File: src/rtl/restricted_deque_macros.svh
// Assertion macros for the restricted deque.
// Each check samples on the rising edge of i_clk of the module that uses it.
`ifndef RESTRICTED_DEQUE_MACROS_SVH
`define RESTRICTED_DEQUE_MACROS_SVH

`ifndef SYNTH

// Check that is switched off while reset is held
`define RDQ_ASSERT(label, prop, msg) \
    label: assert property (@(posedge i_clk) disable iff (!i_rst_n) prop) else $error(msg);

// Check that also holds during reset
`define RDQ_ASSERT_ALWAYS(label, prop, msg) \
    label: assert property (@(posedge i_clk) prop) else $error(msg);

`else

`define RDQ_ASSERT(label, prop, msg)
`define RDQ_ASSERT_ALWAYS(label, prop, msg)

`endif

`endif

File: src/rtl/rdq_pkg.sv
`default_nettype none

package rdq_pkg;

    // Operation codes carried on the input tuser
    localparam logic [1:0] OP_INS_REAR  = 2'd0;
    localparam logic [1:0] OP_INS_FRONT = 2'd1;
    localparam logic [1:0] OP_DEL_FRONT = 2'd2;
    localparam logic [1:0] OP_DEL_REAR  = 2'd3;

    // Status codes carried on the output tuser
    localparam logic [1:0] ST_OK     = 2'd0;
    localparam logic [1:0] ST_UNDER  = 2'd1;
    localparam logic [1:0] ST_OVER   = 2'd2;
    localparam logic [1:0] ST_FORBID = 2'd3;

    // Restriction modes
    localparam logic MODE_IN_RESTRICT  = 1'b0;
    localparam logic MODE_OUT_RESTRICT = 1'b1;

    // Register indexes
    localparam logic REG_RESTRICT_MODE = 1'b0;

    // Field widths fixed by the interface
    localparam int unsigned VALUE_W = 32;
    localparam int unsigned STATUS_W = 2;
    localparam int unsigned OCC_W = 5;

    // Command broadcast to every cell of the chain
    typedef struct packed {
        logic ins_front;
        logic del_front;
        logic ins_rear;
        logic del_rear;
    } t_cell_ctl;

endpackage

`default_nettype wire

File: src/rtl/rdq_cell.sv
`default_nettype none

module rdq_cell #(
    parameter int unsigned DATA_WIDTH = 32
) (
    input  wire                   i_clk,
    input  wire                   i_rst_n,
    input  rdq_pkg::t_cell_ctl    i_ctl,
    input  wire  [DATA_WIDTH-1:0] i_value,
    input  wire  [DATA_WIDTH-1:0] i_left_data,
    input  wire                   i_left_valid,
    input  wire  [DATA_WIDTH-1:0] i_right_data,
    input  wire                   i_right_valid,
    output logic [DATA_WIDTH-1:0] o_data,
    output logic                  o_valid,
    output logic [DATA_WIDTH-1:0] o_rear_data
);

    import rdq_pkg::*;

    logic [DATA_WIDTH-1:0] r_data;
    logic [DATA_WIDTH-1:0] n_data;
    logic                  r_valid;
    logic                  n_valid;
    logic                  w_is_rear;
    logic                  w_is_slot;

    // This cell holds the rear word, or is the first free place
    assign w_is_rear = r_valid && !i_right_valid;
    assign w_is_slot = !r_valid && i_left_valid;

    // Front insert shifts rearward, front delete frontward; rear ops alter one cell
    always_comb begin
        n_data  = r_data;
        n_valid = r_valid;
        if (i_ctl.ins_front) begin
            n_data  = i_left_data;
            n_valid = i_left_valid;
        end else if (i_ctl.del_front) begin
            n_data  = i_right_data;
            n_valid = i_right_valid;
        end else if (i_ctl.ins_rear && w_is_slot) begin
            n_data  = i_value;
            n_valid = 1'b1;
        end else if (i_ctl.del_rear && w_is_rear) begin
            n_valid = 1'b0;
        end
    end

    always_ff @(posedge i_clk) begin
        if (!i_rst_n) begin
            r_valid <= 1'b0;
        end else begin
            r_valid <= n_valid;
        end
    end

    always_ff @(posedge i_clk) begin
        r_data <= n_data;
    end

    assign o_data      = r_data;
    assign o_valid     = r_valid;
    assign o_rear_data = w_is_rear ? r_data : '0;

endmodule

`default_nettype wire

File: src/rtl/restricted_deque.sv
// Restricted double-ended queue of signed words, built as a row of cells.
//
// Input stream: s_axis_tuser carries the operation (insert rear, insert
// front, delete front, delete rear), s_axis_tdata the word to insert.
// Output stream: one result per input item; m_axis_tuser carries the
// status, m_axis_tdata the removed word and the occupancy after the item.
// APB port: register 0 selects input-restricted (0) or output-restricted (1)
// use; write it only while the block is idle.
//
// Words sit in cells 0..count-1 with the front in cell 0. A front insert or
// delete shifts every cell by one place in the same cycle; a rear insert or
// delete touches only the cell at the boundary of the valid run.
// The result is registered: it appears in the cycle after the input transfer.
// An item is taken every cycle while the receiver takes each result; the rate
// is set by the single output register, which is refilled in the cycle it is emptied.
// Reset (synchronous, active low) empties the deque at once and selects
// input-restricted use. While the receiver stalls a result, the held result
// blocks further input transfers.
`default_nettype none

`include "restricted_deque_macros.svh"

module restricted_deque #(
    parameter int unsigned DEPTH      = 16,
    parameter int unsigned DATA_WIDTH = 32
) (
    input  wire         i_clk,
    input  wire         i_rst_n,
    // APB configuration port
    input  wire         psel,
    input  wire         penable,
    input  wire         pwrite,
    input  wire  [2:0]  paddr,
    input  wire  [31:0] pwdata,
    output logic [31:0] prdata,
    output logic        pready,
    // Input stream
    input  wire         s_axis_tvalid,
    output logic        s_axis_tready,
    input  wire  [31:0] s_axis_tdata,   // [31:0] value
    input  wire  [1:0]  s_axis_tuser,   // [1:0] operation
    // Output stream
    output logic        m_axis_tvalid,
    input  wire         m_axis_tready,
    output logic [39:0] m_axis_tdata,   // [31:0] removed_value, [36:32] occupancy
    output logic [1:0]  m_axis_tuser    // [1:0] status
);

    import rdq_pkg::*;

    localparam int unsigned CNT_W = $clog2(DEPTH + 1);
    localparam logic [CNT_W-1:0] CNT_FULL = CNT_W'(DEPTH);

    logic                  r_restrict;
    logic [CNT_W-1:0]      r_count;
    logic [CNT_W-1:0]      n_count;
    logic                  r_out_valid;
    logic [VALUE_W-1:0]    r_out_removed;
    logic [VALUE_W-1:0]    n_out_removed;
    logic [STATUS_W-1:0]   r_out_status;
    logic [STATUS_W-1:0]   n_out_status;
    logic [OCC_W-1:0]      r_out_occ;
    logic [OCC_W-1:0]      n_out_occ;

    logic                  w_accept;
    logic [1:0]            w_op;
    logic [DATA_WIDTH-1:0] w_value;
    logic                  w_forbid;
    logic                  w_empty;
    logic                  w_full;
    logic [DATA_WIDTH-1:0] w_removed;
    logic [DATA_WIDTH-1:0] w_rear;
    t_cell_ctl             w_ctl;

    logic [DATA_WIDTH-1:0] w_data [DEPTH];
    logic [DATA_WIDTH-1:0] w_rear_data [DEPTH];
    logic [DEPTH-1:0]      w_valid;

    // APB register access
    assign pready = 1'b1;
    assign prdata = (paddr[2] == REG_RESTRICT_MODE) ? {31'd0, r_restrict} : 32'd0;

    always_ff @(posedge i_clk) begin
        if (!i_rst_n) begin
            r_restrict <= MODE_IN_RESTRICT;
        end else if (psel && penable && pwrite && pready
                     && paddr[2] == REG_RESTRICT_MODE) begin
            r_restrict <= pwdata[0];
        end
    end

    // Input transfer whenever the result register is free or being emptied
    assign s_axis_tready = !r_out_valid || m_axis_tready;
    assign w_accept      = s_axis_tvalid && s_axis_tready;
    assign w_op          = s_axis_tuser;

    // Keep the low stored bits of the input word
    generate
        if (DATA_WIDTH >= VALUE_W) begin : g_val_wide
            assign w_value = DATA_WIDTH'(s_axis_tdata);
        end else begin : g_val_narrow
            assign w_value = s_axis_tdata[DATA_WIDTH-1:0];
        end
    endgenerate

    assign w_empty  = !w_valid[0];
    assign w_full   = w_valid[DEPTH-1];
    assign w_forbid = (r_restrict == MODE_IN_RESTRICT  && w_op == OP_INS_FRONT)
                   || (r_restrict == MODE_OUT_RESTRICT && w_op == OP_DEL_REAR);

    // Pick the rear word out of the one-hot cell outputs
    always_comb begin
        w_rear = '0;
        for (int i = 0; i < DEPTH; i++) begin
            w_rear = w_rear | w_rear_data[i];
        end
    end

    // Decode the operation into a cell command and a status
    always_comb begin
        w_ctl        = '0;
        n_out_status = ST_OK;
        n_count      = r_count;
        w_removed    = '0;
        if (w_forbid) begin
            n_out_status = ST_FORBID;
        end else begin
            case (w_op)
                OP_INS_REAR, OP_INS_FRONT: begin
                    if (w_full) begin
                        n_out_status = ST_OVER;
                    end else begin
                        w_ctl.ins_rear  = (w_op == OP_INS_REAR) && w_accept;
                        w_ctl.ins_front = (w_op == OP_INS_FRONT) && w_accept;
                        n_count         = r_count + 1'b1;
                    end
                end
                OP_DEL_FRONT, OP_DEL_REAR: begin
                    if (w_empty) begin
                        n_out_status = ST_UNDER;
                    end else begin
                        w_ctl.del_front = (w_op == OP_DEL_FRONT) && w_accept;
                        w_ctl.del_rear  = (w_op == OP_DEL_REAR) && w_accept;
                        w_removed       = (w_op == OP_DEL_FRONT) ? w_data[0] : w_rear;
                        n_count         = r_count - 1'b1;
                    end
                end
                default: begin
                    n_out_status = ST_FORBID;
                end
            endcase
        end
    end

    // Sign-extend or trim the removed word to the output field
    generate
        if (DATA_WIDTH >= VALUE_W) begin : g_rem_wide
            assign n_out_removed = w_removed[VALUE_W-1:0];
        end else begin : g_rem_narrow
            assign n_out_removed = {{(VALUE_W - DATA_WIDTH){w_removed[DATA_WIDTH-1]}},
                                    w_removed};
        end
        if (CNT_W >= OCC_W) begin : g_occ_wide
            assign n_out_occ = n_count[OCC_W-1:0];
        end else begin : g_occ_narrow
            assign n_out_occ = OCC_W'(n_count);
        end
    endgenerate

    // Row of cells, front in cell 0
    generate
        for (genvar i = 0; i < DEPTH; i++) begin : g_cell
            logic [DATA_WIDTH-1:0] w_left_data;
            logic                  w_left_valid;
            logic [DATA_WIDTH-1:0] w_right_data;
            logic                  w_right_valid;

            if (i == 0) begin : g_first
                assign w_left_data  = w_value;
                assign w_left_valid = 1'b1;
            end else begin : g_inner_l
                assign w_left_data  = w_data[i-1];
                assign w_left_valid = w_valid[i-1];
            end

            if (i == DEPTH - 1) begin : g_last
                assign w_right_data  = '0;
                assign w_right_valid = 1'b0;
            end else begin : g_inner_r
                assign w_right_data  = w_data[i+1];
                assign w_right_valid = w_valid[i+1];
            end

            rdq_cell #(
                .DATA_WIDTH (DATA_WIDTH)
            ) u_cell (
                .i_clk         (i_clk),
                .i_rst_n       (i_rst_n),
                .i_ctl         (w_ctl),
                .i_value       (w_value),
                .i_left_data   (w_left_data),
                .i_left_valid  (w_left_valid),
                .i_right_data  (w_right_data),
                .i_right_valid (w_right_valid),
                .o_data        (w_data[i]),
                .o_valid       (w_valid[i]),
                .o_rear_data   (w_rear_data[i])
            );
        end
    endgenerate

    // Element count and result valid
    always_ff @(posedge i_clk) begin
        if (!i_rst_n) begin
            r_count     <= '0;
            r_out_valid <= 1'b0;
        end else begin
            if (w_accept) begin
                r_count     <= n_count;
                r_out_valid <= 1'b1;
            end else if (m_axis_tready) begin
                r_out_valid <= 1'b0;
            end
        end
    end

    // Hold the result payload until it is taken
    always_ff @(posedge i_clk) begin
        if (w_accept) begin
            r_out_removed <= n_out_removed;
            r_out_status  <= n_out_status;
            r_out_occ     <= n_out_occ;
        end
    end

    assign m_axis_tvalid = r_out_valid;
    assign m_axis_tdata  = {3'd0, r_out_occ, r_out_removed};
    assign m_axis_tuser  = r_out_status;

    // Valid cells form one run starting at the front
    `RDQ_ASSERT(a_valid_run, ((w_valid & (w_valid + 1'b1)) == '0), "valid cells not contiguous")
    // The count tracks the number of valid cells
    `RDQ_ASSERT(a_count_match, ($countones(w_valid) == r_count), "count differs from valid cells")
    // Every input transfer leaves a result waiting
    `RDQ_ASSERT(a_result_follows, (w_accept |=> m_axis_tvalid), "no result after input transfer")
    // A failed or refused item returns no word
    `RDQ_ASSERT(a_fail_zero, (m_axis_tvalid && r_out_status != ST_OK |-> r_out_removed == '0), "word on failed item")
    // Overflow only reported with every cell in use
    `RDQ_ASSERT(a_over_full, (m_axis_tvalid && r_out_status == ST_OVER |-> r_count == CNT_FULL), "overflow while not full")

endmodule

`default_nettype wire
File: config.mk
export PLATFORM = sky130hd
export DESIGN_NAME = restricted_deque
export DESIGN_NICKNAME = d
export VERILOG_FILES = /design/src/rtl/rdq_pkg.sv /design/src/rtl/rdq_cell.sv /design/src/rtl/restricted_deque.sv
export VERILOG_INCLUDE_DIRS = /design/src /design/src/rtl
export SDC_FILE = /design/constraint.sdc
export NUM_CORES = 1
export LEC_CHECK = 0
export ABC_AREA = 1
export ABC_CLOCK_PERIOD_IN_PS = 4400
export BUFFER_PORTS_ARGS = -buffer_cell sky130_fd_sc_hd__buf_4
export CORE_MARGIN = 2
export CORE_UTILIZATION = 35
export DETAILED_ROUTE_END_ITERATION = 6
export HOLD_SLACK_MARGIN = 0.05
export PLACE_DENSITY = 0.49
export SLEW_MARGIN = 20
export SYNTH_ARGS = -nofsm -noshare
export SYNTH_HDL_FRONTEND = slang
export SYNTH_SLANG_ARGS = --single-unit
File: constraint.sdc
create_clock -name i_clk -period 4.4 [get_ports i_clk]
set_clock_uncertainty 0.1 [all_clocks]
set_input_delay 0.88 -clock i_clk [delete_from_list [all_inputs] [get_ports i_clk]]
set_output_delay 0.88 -clock i_clk [all_outputs]
set_load 0.02 [all_outputs]
==> results of run 1 <==
==> per-stage QoR <==
| step | std cells | cell area (µm²) |
|---|---|---|
| floorplan | 2918 | 30300 |
| global placement | 3968 | 31700 |
| detailed placement | 3968 | 31700 |
| CTS | 4087 | 33800 |
| global route | 4087 | 33800 |
| finish | 4088 | 33800 |
==> area by class of cell <==
cell class | count | area (µm²) | area share [%]
antenna | 1 | 2.50 | 0.00740
inverter | 509 | 1920 | 5.66
multi-input combinational | 1583 | 9960 | 29.4
tap | 1144 | 1430 | 4.23
sequential | 574 | 17000 | 50.3
clock buffer | 91 | 1860 | 5.51
timing repair buffer | 158 | 1360 | 4.03
clock inverter | 28 | 280 | 0.829
==> logic make-up after synthesis <==
kind of cell,count (synthesis),synth area share (%)
AND/OR/NAND/NOR,750,11.0
AO/OA/AOI/OAI,795,20.9
flip-flops,574,56.3
adder cells (fa/ha/maj),2,0.0828
XOR/XNOR,1,0.0290
buffers and inverters,761,11.6
other,2,0.0249
==> flip-flops by register name (all words and copies together), names as in the netlist <==
register and cells:
g_cell.u_cell.o_data 512, g_cell.u_cell.o_valid 16, m_axis_tuser 2, m_axis_tvalid 1
r_count 5, r_out_occ 5, r_out_removed 32, r_restrict 1
==> power by group through the flow <==
stage | registers (mW) | logic, mW | clock network (mW)
floorplan | 6.29 | 0.669 | 0
global placement | 6.27 | 0.982 | 0
detailed placement | 6.27 | 0.998 | 0
CTS | 6.16 | 0.999 | 5.69
global route | 6.17 | 1.09 | 5.87
finish | 6.16 | 1.00 | 5.58
==> final timing paths <==
path | endpoint | slack, ns | cells past startpoint
worst max-delay path | r_out_removed[0] | 1.48 | 9
worst min register to register | r_restrict | 0.46 | 2
worst min-delay path | r_restrict | 0.46 | 2
worst max register to register | r_out_removed[0] | 1.48 | 9
==> cells in the final DEF (no fill, tap or decap), types with 2 or more instances in the layout <==
cell type	count
edfxtp_1	551
inv_1	504
nand2_1	329
o221ai_1	298
nor2_1	261
o22ai_1	217
buf_4	144
o21ai_0	109
nand3_1	82
clkbuf_16	71
o221ai_2	63
o211ai_1	51
conb_1	35
nand2_4	23
o211ai_2	22
dfxtp_1	22
nand2_2	20
clkbuf_1	19
buf_12	14
nand2_8	12
o21ai_1	12
a22oi_1	12
nand3_2	12
clkinv_1	12
a21oi_1	10
clkinv_2	7
bufinv_16	5
nand4_1	4
inv_2	3
inv_4	2
nand3b_1	2
nor2_2	2
ha_1	2
inv_6	2
clkinv_8	2
==> worst register-to-register path: stages (launching register included) <==
cell and delay [ns]:
dfxtp_1 0.58, inv_1 0.24, nor2_2 0.62, inv_1 0.13, buf_4 0.33, o22ai_1 0.19, nor2_1 0.06, nand2_1 0.06
nor2_1 0.04, nor2_1 0.33
==> layer usage <==
metal,vias to the layer above,GRT usage (%)
met5,-,0
met4,0,8.44
met3,205,3.52
met2,1132,37.8
met1,11900,31.5
li1,10500,-
==> reports/results.txt, run 1 <==
The number of enable flip-flop cells after synthesis was 551; the total setup violations reported at the end of the flow was 0. Number of antenna violations at the first check in global routing: 1. The critical path starts at g_cell[0].u_cell.o_valid. Synthesis handed over a netlist of 2,885 instances. The launch instance of the worst min-delay path was r_restrict. Yosys mapped the design onto 37 distinct sky130hd cell types. The clock latency on the worst-skew pair was 0.61 ns.

STA classifies the critical path startpoint as a flip-flop. Counting both buffers and inverters, the worst setup path holds a total of 3. Source of the worst register-to-register timing path: g_cell[0].u_cell.o_valid. For the setup total negative slack, the log shows 0 ns. Global routing finished with a remaining overflow of 0. The die covers 88,700 µm².

The number of input and output port buffers inserted is 84. The largest total area in the synthesized netlist belongs to edfxtp_1. Buffer type at the clock tree root: clkbuf_16. The detail route stage leaves a number of antenna-violating nets equal to 0. After layout, the worst setup slack is 1.48 ns.

The final period utilization came out at 66.3%. After detailed routing, the average wire length per cell comes to 25.9 µm. In the synthesized netlist the dominant register cell turns out to be edfxtp_1. The tools report the final count of pins violating max slew as 0. After synthesis, the cell types taking the most area are edfxtp_1, o221ai_1, inv_1. Power spread over the standard cell area amounts to 377 nW/µm².

Max-cap violations in this run came to 0. The run gives 343 MHz as the maximum achievable frequency. Walking the worst path, the cells encountered are inv_1 -> nor2_2 -> inv_1 -> buf_4 -> o22ai_1 -> nor2_1 -> nand2_1 -> nor2_1 -> nor2_1. Ranked by instance count, the synthesized netlist is headed by edfxtp_1, inv_1, nand2_1, o221ai_1, nor2_1. TritonCTS built the clock tree. Critical path's top delay family: simple AND/OR/NAND/NOR gates. For the pin with the worst max-slew slack, the measured transition is 0.965 ns. Clock-pin slew was measured on the worst setup and hold paths at 0.06 ns. For this block, wires on met1 add up to 44.8 mm.

For the number of H-tree levels, the log shows 3. After clock tree synthesis, the setup repair step added 0 buffers. In this design, the critical path's most frequently occurring cell is nor2_1. From left edge to right edge, the die measures 298 µm.

The share of synthesized area in the top cell type comes to 54.8%. Global routing used 23.3% of the available tracks across all layers. The die is 298 µm tall. For this run, the number of Yosys warnings is 0.

Net switching is 23.8% of the power. The design draws 12.7 mW. The detailed router finished its first iteration with 2,775 violations.

During I/O placement, the number of pins put on the boundary was 153. The initial core utilization was 35.4%. VDD sags by at most 0.253 mV.

The run gives 60.6 mm as the placed wire-length estimate. In this run the static leakage power is 13.0 nW. The uppermost layer routed was met4.

Before CTS, the worst setup slack after placement is 1.00 ns. The number of fill cells was 8,284. From synthesis to final layout, the design area changed by 12.0%. The clock tree buffer depth came out at 3. Along the worst path, the maximum fanout reaches 21.

The slowest cell on the critical path is nor2_2. The run finished with clean final reports. The tools report the total wire length after detailed routing as 106 mm.

For the hold violation count in the final report, the log shows 0. In this run the mean area of a mapped cell was 10.5 µm². The net load switching power was 3.03 mW; the arrival time of the worst setup path was 3.18 ns. For the net count reported at finish, the log shows 2,972.

STA classifies the critical path endpoint as a flip-flop. The number of sinks handled by clock tree synthesis was 574. The dominant cell by count in the synthesized netlist is edfxtp_1. Headroom to the max-slew limit came out at 35.6%. For this run, design rule violations remaining after detail routing come to 0. In this run, the clock network consumes 43.8% of the power. Summing the sequential cell areas from Yosys gives 56.3% of the chip area.

For this run, the detailed router's first-pass iteration total came to 5. The clock period could shrink to 2.92 ns. The tools report the power share of the sequential group as 48.3%.

The fraction of synthesis flops using an asynchronous set or reset pin is 0%. Setup repair after global routing left no endpoint under its margin. The total of flip-flops plus latches after synthesis is 574. The first global-routing pass estimated 155 mm of wire. The total CTS buffers was 68.

In this run, post-CTS repair resized a total of 0 instances. The logs give 85,300 µm² for the core area and 39.7% for the core occupancy in the finished layout. Entering global routing, the biggest net connects 180 pins. Using the TritonRoute via totals, the vias-per-cell ratio works out to 5.81. The maximum single-stage delay on the critical path came out at 0.61 ns.

The final route contains 23,700 vias. The combinational fraction of design power came out at 7.9%. Data on the critical path is required at its endpoint by 4.67 ns.

Cells with a size suffix above 1 make up 13.9% of the layout. The tools report the tightest hold margin as 0.455 ns. Internal power comes to 9.71 mW.

Met3 wire length: 7.65 mm. Start-to-end type of the worst setup path: flip-flop to flip-flop. In this run the core area contains 107 standard-cell rows. The worst hold path belongs to the class flip-flop to flip-flop. The number of global-route vias before repair is 22,700.

The number of hold-repair buffers added at the cts stage is 0. The amount of wire on met2 after detailed routing was 50.0 mm; the global placer's final weighted congestion was 0.821. The combined area of all synthesized cells was 30,200 µm².
Power figures use the tool's default switching activity.
==> inputs of run 2 (changes only) <==
ABC_CLOCK_PERIOD_IN_PS = 2400   (was 4400)
PLACE_DENSITY = 0.51   (was 0.49)
clock period = 2.4 ns   (was 4.4 ns; I/O delays follow)
==> reports/results.txt, run 2 (same netlist as run 1, synthesis figures left out) <==
The flow ran to the end, and the final reports show no timing, DRC or antenna violations. The worst setup timing slack at the placement stage is -0.0218 ns (was 1.00 ns), and the number of global-route vias before repair is 23,500 (was 22,700). The tools report the number of hold-repair buffers added at the cts stage as 5 (was 0).

The start-to-end type of the worst setup path was flip-flop to flip-flop (unchanged). The run gives 0.861 (was 0.821) as the global placer's final weighted congestion. The total placed cells including tap cells is 4,041 (was 3,968).

The wire length of the first global-routing pass is 157 mm (was 155 mm), and the maximum achievable frequency is 439 MHz (was 343 MHz). Category of the worst setup path capture point: a flip-flop (unchanged). The hold violation count in the final report is 0 (unchanged), and the total CTS buffers is 69 (was 68). The most frequent cell on the critical path is buf_4 (was nor2_1). The number of antenna violations at the first check in global routing was 1 (unchanged); the number of cells upsized or downsized after cts was 0 (unchanged).

Number of flip-flops in the largest register: 512 (unchanged). The maximum fanout count along the critical path is 13 (was 21). The number of input and output port buffers inserted works out to 84 (unchanged).

The area growth from synthesis to final layout came out at 16.4% (was 12.0%). The initial DRC count came out at 3,219 (was 2,775). The run gives 574 (unchanged) as the number of sinks handled by clock tree synthesis. The first-pass detailed-route iteration total is 5 (unchanged), and the arrival time of the worst setup path is 2.45 ns (was 3.18 ns). The final count of pins violating max slew is 0 (unchanged). The tools report the core occupancy in the finished layout as 41.2% (was 39.7%). The total setup violations reported at the end of the flow is 0 (unchanged), and the final instance count without filler cells is 4,171 (was 4,088). Critical path required time: 2.57 ns (was 4.67 ns). The logs give 0 (unchanged) for the total congestion overflow after global routing and 0 (was 1) for the diode insertion count for antenna repair.

Worst slew margin relative to its limit: 47.7% (was 35.6%). The buffer type at the clock tree root is clkbuf_16 (unchanged). The number of fill cells was 8,253 (was 8,284); the leakage component of the power was 13.6 nW (was 13.0 nW).

The number of H-tree levels came out at 3 (unchanged). Setup repair after global routing left no endpoint under its margin. The most common cell after layout, fill and taps aside is edfxtp_1 (unchanged). TritonCTS built the clock tree. The count of buffer and inverter cells on the critical path is 3 (unchanged). The kind of start point of the critical path is a flip-flop (unchanged).

The number of placed I/O pins is 153 (unchanged), and the max-cap check violation count is 0 (unchanged). The fraction of final layout cells with drive strength greater than 1 is 16.0% (was 13.9%). Peak supply drop: 0.434 mV (was 0.253 mV). The die outline area was 88,700 µm² (unchanged).

The via count was 24,000 (was 23,700); the DRC violation count after routing was 0 (unchanged). Core area: 85,300 µm² (unchanged). The maximum number of pins on one net before global-route repair was 117 (was 180). The number of buffers added for setup after CTS is 0 (unchanged).

The maximum single-stage delay on the critical path is 0.58 ns (was 0.61 ns). The clock-pin slew of the registers on the worst-case setup and hold paths is 0.06 ns (about the same). The power density normalized to cell area is 667 nW/µm² (was 377 nW/µm²), and the initial core utilization is 35.4% (unchanged).

The final period utilization came out at 95.0% (was 66.3%). The path category of the worst min-delay check is input port to flip-flop (was flip-flop to flip-flop). Leading cell types in the layout, fill and taps excluded: edfxtp_1, inv_1, nand2_1 (unchanged). The critical path's top delay family was buffers and inverters (was simple AND/OR/NAND/NOR gates). The transition time at the pin with the least slew margin is 0.785 ns (was 0.965 ns).

The clock latency on the worst-skew pair was 0.62 ns (was 0.61 ns); the net count reported at finish was 3,051 (was 2,972). The minimum clock period is 2.28 ns (was 2.92 ns). The remaining antenna violation count is 0 (unchanged), and the die height is 298 µm (unchanged). Cells along the critical path: nand4_4 -> buf_12 -> buf_4 -> nand3_2 -> buf_4 (was inv_1 -> nor2_2 -> inv_1 -> buf_4 -> o22ai_1 -> nor2_1 -> nand2_1 -> nor2_1 -> nor2_1). The routed length per placed instance works out to 25.7 µm (was 25.9 µm). Slowest cell on the critical path: dfxtp_1 (was nor2_2). Per-cell via count in the routed design: 5.75 (was 5.81). The tools report the number of core rows as 107 (unchanged). For the setup slack of the critical path after layout, the log shows 0.121 ns (was 1.48 ns). The tools report the total global routing track utilization as 23.6% (was 23.3%). The clock tree buffer depth is 3 (unchanged). The width of the die was 298 µm (unchanged); the placed wire-length estimate was 65.6 mm (was 60.6 mm). The total wire length after detailed routing was 107 mm (was 106 mm).
[run 2: worst reg2reg max path, delay by kind of cell (launching register included)]
| family | cells | cell delay, ns |
|---|---|---|
| buf+inv | 3 | 0.80 |
| flops | 1 | 0.58 |
| simple gates | 2 | 0.44 |
[run 2: metrics by stage]
| stage | setup TNS (ns) | area (µm²) | hold slack [ns] | total power [mW] |
|---|---|---|---|---|
| 6_report | 0 | 35200 | 0.0852 | 23.4 |
| 2_1_floorplan | -63.08 | 30400 | 0.390 | 12.8 |
| 3_3_place_gp | -0.375 | 33000 | 0.431 | 13.4 |
| 5_1_grt | 0 | 35200 | 0.0854 | 24.2 |
| 3_5_place_dp | -0.209 | 33000 | 0.439 | 13.5 |
| 4_1_cts | 0 | 35200 | 0.0526 | 23.6 |
[run 2: power by group]
group / internal, mW / switching [mW] / leakage (nW) / total (mW)
clock: 5.91 / 4.26 / 1.06 / 10.2
combinational: 0.695 / 1.28 / 7.36 / 1.98
sequential: 11.2 / 0.0724 / 5.20 / 11.3
total: 17.8 / 5.61 / 13.6 / 23.4
[run 2: layout make-up]
cell class	count	area, µm²	share of cell area (%)
Timing Repair Buffer	236	2700	7.67
Tap cell	1144	1430	4.07
Clock buffer	87	1860	5.29
Clock inverter	38	293	0.833
Sequential cell	574	17000	48.4
Inverter	509	1920	5.45
Multi-Input combinational cell	1583	9950	28.3
[run 2: final timing paths]
check	endpoint	startpoint	slack, ns	cells after the start
max	g_cell[8].u_cell.o_data[21]	g_cell[0].u_cell.o_valid	0.12	5
min	g_cell[0].u_cell.o_data[31]	s_axis_tdata[31]	0.09	3
max reg2reg	g_cell[8].u_cell.o_data[21]	g_cell[0].u_cell.o_valid	0.12	5
min reg2reg	r_out_occ[2]	r_count[2]	0.46	2
[run 2: metal layers]
layer	wire length, µm	up-vias	track usage [%]
met5	13	-	0
met4	4430	2	9.88
met3	8950	248	3.37
met2	48500	1289	37.1
met1	45100	11800	32.5
li1	-	10600	-
